File: src/design/urlpd_pkg.sv
// Types, character constants and escape lookup for the URL percent-decoder.
// No dependencies; used by url_percent_decoder_core.
package urlpd_pkg;

  // Escape tracking state, one-hot
  typedef enum logic [2:0] {
    PH_IDLE = 3'b001,  // outside an escape
    PH_PCT  = 3'b010,  // '%' seen
    PH_HI   = 3'b100   // first escape character seen
  } phase_t;

  localparam logic [7:0] CHAR_PCT   = 8'h25;
  localparam logic [7:0] CHAR_PLUS  = 8'h2B;
  localparam logic [7:0] CHAR_SPACE = 8'h20;

  // Upper-case hex digit: {is_digit, value}
  function automatic logic [4:0] hex_nibble(input logic [7:0] c);
    logic [4:0] r;
    r = 5'd0;
    if (c >= 8'h30 && c <= 8'h39) begin
      r = {1'b1, c[3:0]};
    end else if (c >= 8'h41 && c <= 8'h46) begin
      r = {1'b1, c[3:0] + 4'd9};
    end
    return r;
  endfunction

  // Accepted escape values
  function automatic logic is_known_code(input logic [7:0] v);
    logic hit;
    case (v)
      8'h20, 8'h22, 8'h23, 8'h24, 8'h25, 8'h26, 8'h28, 8'h29, 8'h2B,
      8'h2C, 8'h2F, 8'h3A, 8'h3B, 8'h3C, 8'h3D, 8'h3E, 8'h3F, 8'h40,
      8'h5B, 8'h5C, 8'h5D, 8'h5E, 8'h60, 8'h7B, 8'h7C, 8'h7D,
      8'h7E:   hit = 1'b1;
      default: hit = 1'b0;
    endcase
    return hit;
  endfunction

endpackage

File: src/design/url_percent_decoder_core.sv
// URL percent-decoder for a byte stream.
// Uses urlpd_pkg for the escape state type and code lookup.
//
// Usage:
//   Input request on s_axis: one raw byte of the encoded string in tdata,
//   tlast on the final byte of the string. Output request on m_axis: one
//   result per input byte. tdata carries the decoded byte (zero when none),
//   tuser[0] says a decoded byte is present, tuser[1] says an unknown or
//   truncated escape was discarded, tlast copies the input tlast.
//   '+' becomes a space; '%' plus two upper-case hex characters decodes only
//   for the fixed set of known codes; the '%' and first escape character
//   give results with both flags clear unless they carry tlast.
//   Throughput: one byte per cycle while m_axis_tready is high, set by the
//   single decode stage between the input register and the result register.
//   Stall: when m_axis_tready is low the result holds and the input register
//   still takes one more request; s_axis_tready drops once both are full.
//   Reset: rst clears both stages and returns to the outside-escape state,
//   so the next byte starts a new string.
module url_percent_decoder_core (
  input  logic       clk,
  input  logic       rst,
  input  logic       s_axis_tvalid,
  output logic       s_axis_tready,
  input  logic [7:0] s_axis_tdata,   // [7:0] in_byte
  input  logic       s_axis_tlast,
  output logic       m_axis_tvalid,
  input  logic       m_axis_tready,
  output logic [7:0] m_axis_tdata,   // [7:0] out_byte
  output logic [1:0] m_axis_tuser,   // [0] out_valid, [1] escape_dropped
  output logic       m_axis_tlast
);

  logic              in_valid;
  logic [7:0]        in_byte;
  logic              in_last;
  urlpd_pkg::phase_t phase;
  urlpd_pkg::phase_t phase_next;
  logic [7:0]        first_char;
  logic [7:0]        first_char_next;
  logic [7:0]        res_byte;
  logic              res_valid;
  logic              res_drop;
  logic              advance;
  logic [4:0]        hi_nib;
  logic [4:0]        lo_nib;
  logic [7:0]        esc_value;

  // Move the held request into the result register when it is free
  assign advance       = in_valid && (!m_axis_tvalid || m_axis_tready);
  assign s_axis_tready = !in_valid || advance;

  // Input register
  always_ff @(posedge clk) begin
    if (rst) begin
      in_valid <= 1'b0;
    end else if (s_axis_tready) begin
      in_valid <= s_axis_tvalid;
    end
    if (s_axis_tvalid && s_axis_tready) begin
      in_byte <= s_axis_tdata;
      in_last <= s_axis_tlast;
    end
  end

  // Escape value from the stored first character and the current byte
  assign hi_nib    = urlpd_pkg::hex_nibble(first_char);
  assign lo_nib    = urlpd_pkg::hex_nibble(in_byte);
  assign esc_value = {hi_nib[3:0], lo_nib[3:0]};

  // Decode one byte against the escape state
  always_comb begin
    res_byte        = 8'd0;
    res_valid       = 1'b0;
    res_drop        = 1'b0;
    phase_next      = urlpd_pkg::PH_IDLE;
    first_char_next = 8'd0;
    unique case (phase)
      urlpd_pkg::PH_PCT: begin
        if (in_last) begin
          res_drop = 1'b1;
        end else begin
          first_char_next = in_byte;
          phase_next      = urlpd_pkg::PH_HI;
        end
      end
      urlpd_pkg::PH_HI: begin
        if (hi_nib[4] && lo_nib[4] && urlpd_pkg::is_known_code(esc_value)) begin
          res_byte  = esc_value;
          res_valid = 1'b1;
        end else begin
          res_drop = 1'b1;
        end
      end
      default: begin
        if (in_byte == urlpd_pkg::CHAR_PCT) begin
          if (in_last) begin
            res_drop = 1'b1;
          end else begin
            phase_next = urlpd_pkg::PH_PCT;
          end
        end else if (in_byte == urlpd_pkg::CHAR_PLUS) begin
          res_byte  = urlpd_pkg::CHAR_SPACE;
          res_valid = 1'b1;
        end else begin
          res_byte  = in_byte;
          res_valid = 1'b1;
        end
      end
    endcase
  end

  // Escape state advances with each decoded request
  always_ff @(posedge clk) begin
    if (rst) begin
      phase      <= urlpd_pkg::PH_IDLE;
      first_char <= 8'd0;
    end else if (advance) begin
      phase      <= phase_next;
      first_char <= first_char_next;
    end
  end

  // Result register: load on advance, drop once taken
  always_ff @(posedge clk) begin
    if (rst) begin
      m_axis_tvalid <= 1'b0;
    end else if (advance) begin
      m_axis_tvalid <= 1'b1;
    end else if (m_axis_tready) begin
      m_axis_tvalid <= 1'b0;
    end
    if (advance) begin
      m_axis_tdata <= res_byte;
      m_axis_tuser <= {res_drop, res_valid};
      m_axis_tlast <= in_last;
    end
  end

endmodule

File: config.mk
export PLATFORM = sky130hd
export DESIGN_NAME = url_percent_decoder_core
export DESIGN_NICKNAME = d
export VERILOG_FILES = /design/src/design/urlpd_pkg.sv /design/src/design/url_percent_decoder_core.sv
export SDC_FILE = /design/constraint.sdc
export NUM_CORES = 1
export LEC_CHECK = 0
export ABC_AREA = 1
export BUFFER_PORTS_ARGS = -buffer_cell sky130_fd_sc_hd__buf_2
export CAP_MARGIN = 20
export CELL_PAD_IN_SITES_DETAIL_PLACEMENT = 1
export CELL_PAD_IN_SITES_GLOBAL_PLACEMENT = 2
export CORE_MARGIN = 8
export CORE_UTILIZATION = 35
export DETAILED_ROUTE_END_ITERATION = 12
export GPL_TIMING_DRIVEN = 0
export PLACE_DENSITY = 0.83
export RECOVER_POWER = 25
export SYNTH_ARGS = -nofsm -noshare
export SYNTH_HDL_FRONTEND = slang
export SYNTH_SLANG_ARGS = --single-unit
File: constraint.sdc
create_clock -name clk -period 3.09 [get_ports clk]
set_input_delay 0.1545 -clock clk [delete_from_list [all_inputs] [get_ports clk]]
set_output_delay 0.1545 -clock clk [all_outputs]
set_load 0.1 [all_outputs]
==> impl_metrics.json <==
{
  "fin_util_pct": 40.66,
  "cp.depth": 20,
  "syn_area_per_cell_um2": 8.637,
  "grt_use_total_pct": 12.16,
  "synth_area_leader_cell": "edfxtp_1",
  "synth_cell_type_count": 34,
  "layout_commonest_cell": "nand2_1",
  "synth_top_area_share_pct": 29.21,
  "h-tree-depth": 2,
  "placed_cells": 338,
  "leakage_uw": 0.001055,
  "finalWorstSetupSlack_ns": 0.3373,
  "num-nets-final": 295,
  "swShare_pct": 29.02,
  "p_switching_uw": 284.9,
  "post_dp_cell_area_mm2": 0.002275,
  "cpPeakStageDelay_ns": 0.51,
  "vias": 1648,
  "ys_warn_count": 0,
  "timing.final.hold_violations": 0,
  "insertedDiodeCount": 0,
  "peakVddDrop_mv": 0.2210,
  "initialDrtViolationCount": 52,
  "reg2reg_to": "m_axis_tuser[1]",
  "startpoint": "in_byte[1]",
  "drive_above_1_share_pct": 24.72,
  "drt.antenna.violating_nets": 0,
  "ctsHoldBuffers": 0,
  "fillCellCount": 731,
  "synth_area_leaders": "edfxtp_1 (29%), dfxtp_1 (13%), nand2_1 (11%)",
  "synth_cells": 238,
  "final_area_mm2": 0.002365,
  "die_w_um": 92.64,
  "timing.rr.start": "in_byte[1]",
  "synth_sequential_area_ratio_pct": 41.87,
  "start_util_pct": 35.35,
  "grt_pass1_vias": 1721,
  "clockBufferDepth": 2,
  "status": "complete, no violations",
  "regToRegSetupSlack_ns": 0.34,
  "p_int_uw": 696.9,
  "clkLatencyLatePin_ns": 0.29,
  "via_per_inst": 4.763,
  "cts_setup_buffers": 0,
  "reg2reg_depth": 20,
  "maxCapViolations": 0,
  "final_cell_mix": "nand2_1 (61), inv_1 (29), edfxtp_1 (20), buf_2 (20)",
  "critPathMaxFanout": 8,
  "grt_pass1_wl_um": 8314,
  "fin_cells": 346,
  "crit_end": "m_axis_tuser[1]",
  "crit_buf_inv": 5,
  "drv_slew": 0,
  "wirelength_um": 4890,
  "routabilityCongestion": 0.7465,
  "wl_per_cell_um": 14.13,
  "rsz0062_at_grt": "false",
  "synth_ff_type": "edfxtp_1",
  "drc": 0,
  "clock_sinks": 33,
  "worstPathArrival_ns": 2.80,
  "gr-total-overflow": 0,
  "port-buffer-count": 25,
  "crit_path_top_delay_cell": "edfxtp_1",
  "crit_family": "simple AND/OR/NAND/NOR gates",
  "antenna_found_initial": 0,
  "synth_nets": 263,
  "start_kind": "register",
  "setup_violations": 0,
  "tns_ns": 0,
  "cts_tree": "done",
  "synth-async-reset-ratio_pct": 0,
  "grt_max_degree": 16,
  "pin_count": 26,
  "period_needed_ns": 2.753,
  "cts_resized": 0,
  "dp_hpwl_um": 3878,
  "path_class": "reg -> reg",
  "cp_cell_sequence": "inv_1 -> ha_1 -> inv_1 -> nand3_2 -> nand2_2 -> inv_2 -> nand2_4 -> nand2_4 -> nand2_4 -> inv_1 -> ha_1 -> inv_1 -> nand3_1 -> nand3_1 -> nor2_2 -> nor2_2 -> nor2_4 -> nand2_2 -> nand2_1 -> nand2_1",
  "endpoint_kind": "register",
  "coreArea_mm2": 0.005816,
  "synthToLayoutAreaGrowth_pct": 15.03,
  "path_clk_slew_ns": 0.07,
  "clock.fmax_mhz": 363.3,
  "dieArea_mm2": 0.008582,
  "timing.final.crit_share_pct": 89.08,
  "dpl_worst_slack_ns": 0.04459,
  "combPwrFrac_pct": 13.7,
  "die_h_um": 92.64,
  "synth_enable_flop_cells": 20,
  "cts-buffers-inserted": 5,
  "slew_headroom_pct": 22.23,
  "seqPwrFrac_pct": 50.7,
  "first_pass_iters": 4,
  "num_rows": 28,
  "powerDensity_mw_per_mm2": 415.2,
  "finClkSkew_ns": 0.003462,
  "netlist_area_mm2": 0.002056,
  "yosys_register_bits": 33,
  "power.share.clock_pct": 35.6,
  "required_ns": 3.14,
  "hold_class": "in -> reg",
  "crit_path_frequent_cell": "inv_1",
  "worst_pin_slew_ns": 1.172,
  "cts_root_buffer": "clkbuf_8"
}
Yosys cell counts (3+ instances only):
master	n
nand2_1	61
nand3_2	4
nand4_1	9
nor3_1	3
nand2_2	11
dfxtp_1	13
a21oi_1	14
ha_1	12
nor2_1	9
edfxtp_1	20
inv_1	29
nand2_4	9
nand3_1	14
o21ai_0	5
worst reg2reg max path, cell delays in order, from the launching register on:
cell and delay [ns]:
edfxtp_1 0.51, inv_1 0.16, ha_1 0.23, inv_1 0.09
nand3_2 0.08, nand2_2 0.05, inv_2 0.10, nand2_4 0.08
nand2_4 0.08, nand2_4 0.07, inv_1 0.13, ha_1 0.16
inv_1 0.04, nand3_1 0.07, nand3_1 0.11, nor2_2 0.11
nor2_2 0.05, nor2_4 0.18, nand2_2 0.11, nand2_1 0.07
nand2_1 0.05
kinds of logic (layout without fill, tap and decap cells):
kind of cell | Yosys count | after routing | share of synthesized area, %
fa+ha+maj | 12 | 12 | 7.304
buf+inv | 35 | 68 | 6.999
xor+xnor | 2 | 2 | 1.218
flops | 33 | 33 | 41.87
compound gates | 25 | 25 | 7.243
simple gates | 131 | 131 | 35.36
state kept, by name, summed over array words and instances (netlist names):
signal / flops
m_axis_tdata: 8
m_axis_tuser: 2
phase: 3
in_last: 1
m_axis_tvalid: 1
first_char: 8
in_valid: 1
in_byte: 8
m_axis_tlast: 1
through the flow:
step | power (uW) | hold slack, ns
finish | 981.8 | 0.03788
global placement | 642.0 | 0.3318
floorplan | 612.4 | 0.2236
detailed placement | 644.5 | 0.3332
CTS | 996.8 | 0.02794
global route | 1021 | 0.02935
final cells by class:
type	instances	area (um2)	area share, %
repair buffers	25	118.9	5.026
well taps	75	93.84	3.968
multi-input cells	170	1055	44.60
flip-flops and latches	33	860.8	36.40
inverters	32	125.1	5.291
plain buffers	3	18.77	0.7937
clock inverters	1	6.256	0.2646
clock buffers	7	86.33	3.651
how the worst min path moves through the flow:
stage / cells after the start / start / slack [ns] / to
6_report: 1 / s_axis_tdata[7] / 0.04 / in_byte[7]
3_3_place_gp: 1 / s_axis_tlast / 0.33 / in_last
2_1_floorplan: 1 / rst / 0.22 / first_char[7]
3_5_place_dp: 1 / s_axis_tdata[7] / 0.33 / in_byte[7]
4_1_cts: 1 / s_axis_tdata[7] / 0.03 / in_byte[7]
5_1_grt: 1 / s_axis_tdata[5] / 0.03 / in_byte[5]
power groups by stage:
stage	Combinational, uW	Sequential [uW]	Clock [uW]
floorplan	60.8	552	0
global placement	135	507	0
detailed placement	137	508	0
CTS	137	498	362
global route	146	500	375
finish	135	498	350
layer usage:
metal / vias up / wire, um / GRT usage, %
met2: 24 / 2407 / 20.32
met4: 0 / 34 / 3.758
li1: 842 / - / -
met5: - / 0 / 0
met3: 4 / 214 / 3.479
met1: 778 / 2233 / 14.76
No activity file was read; power rests on OpenSTA's default activity.
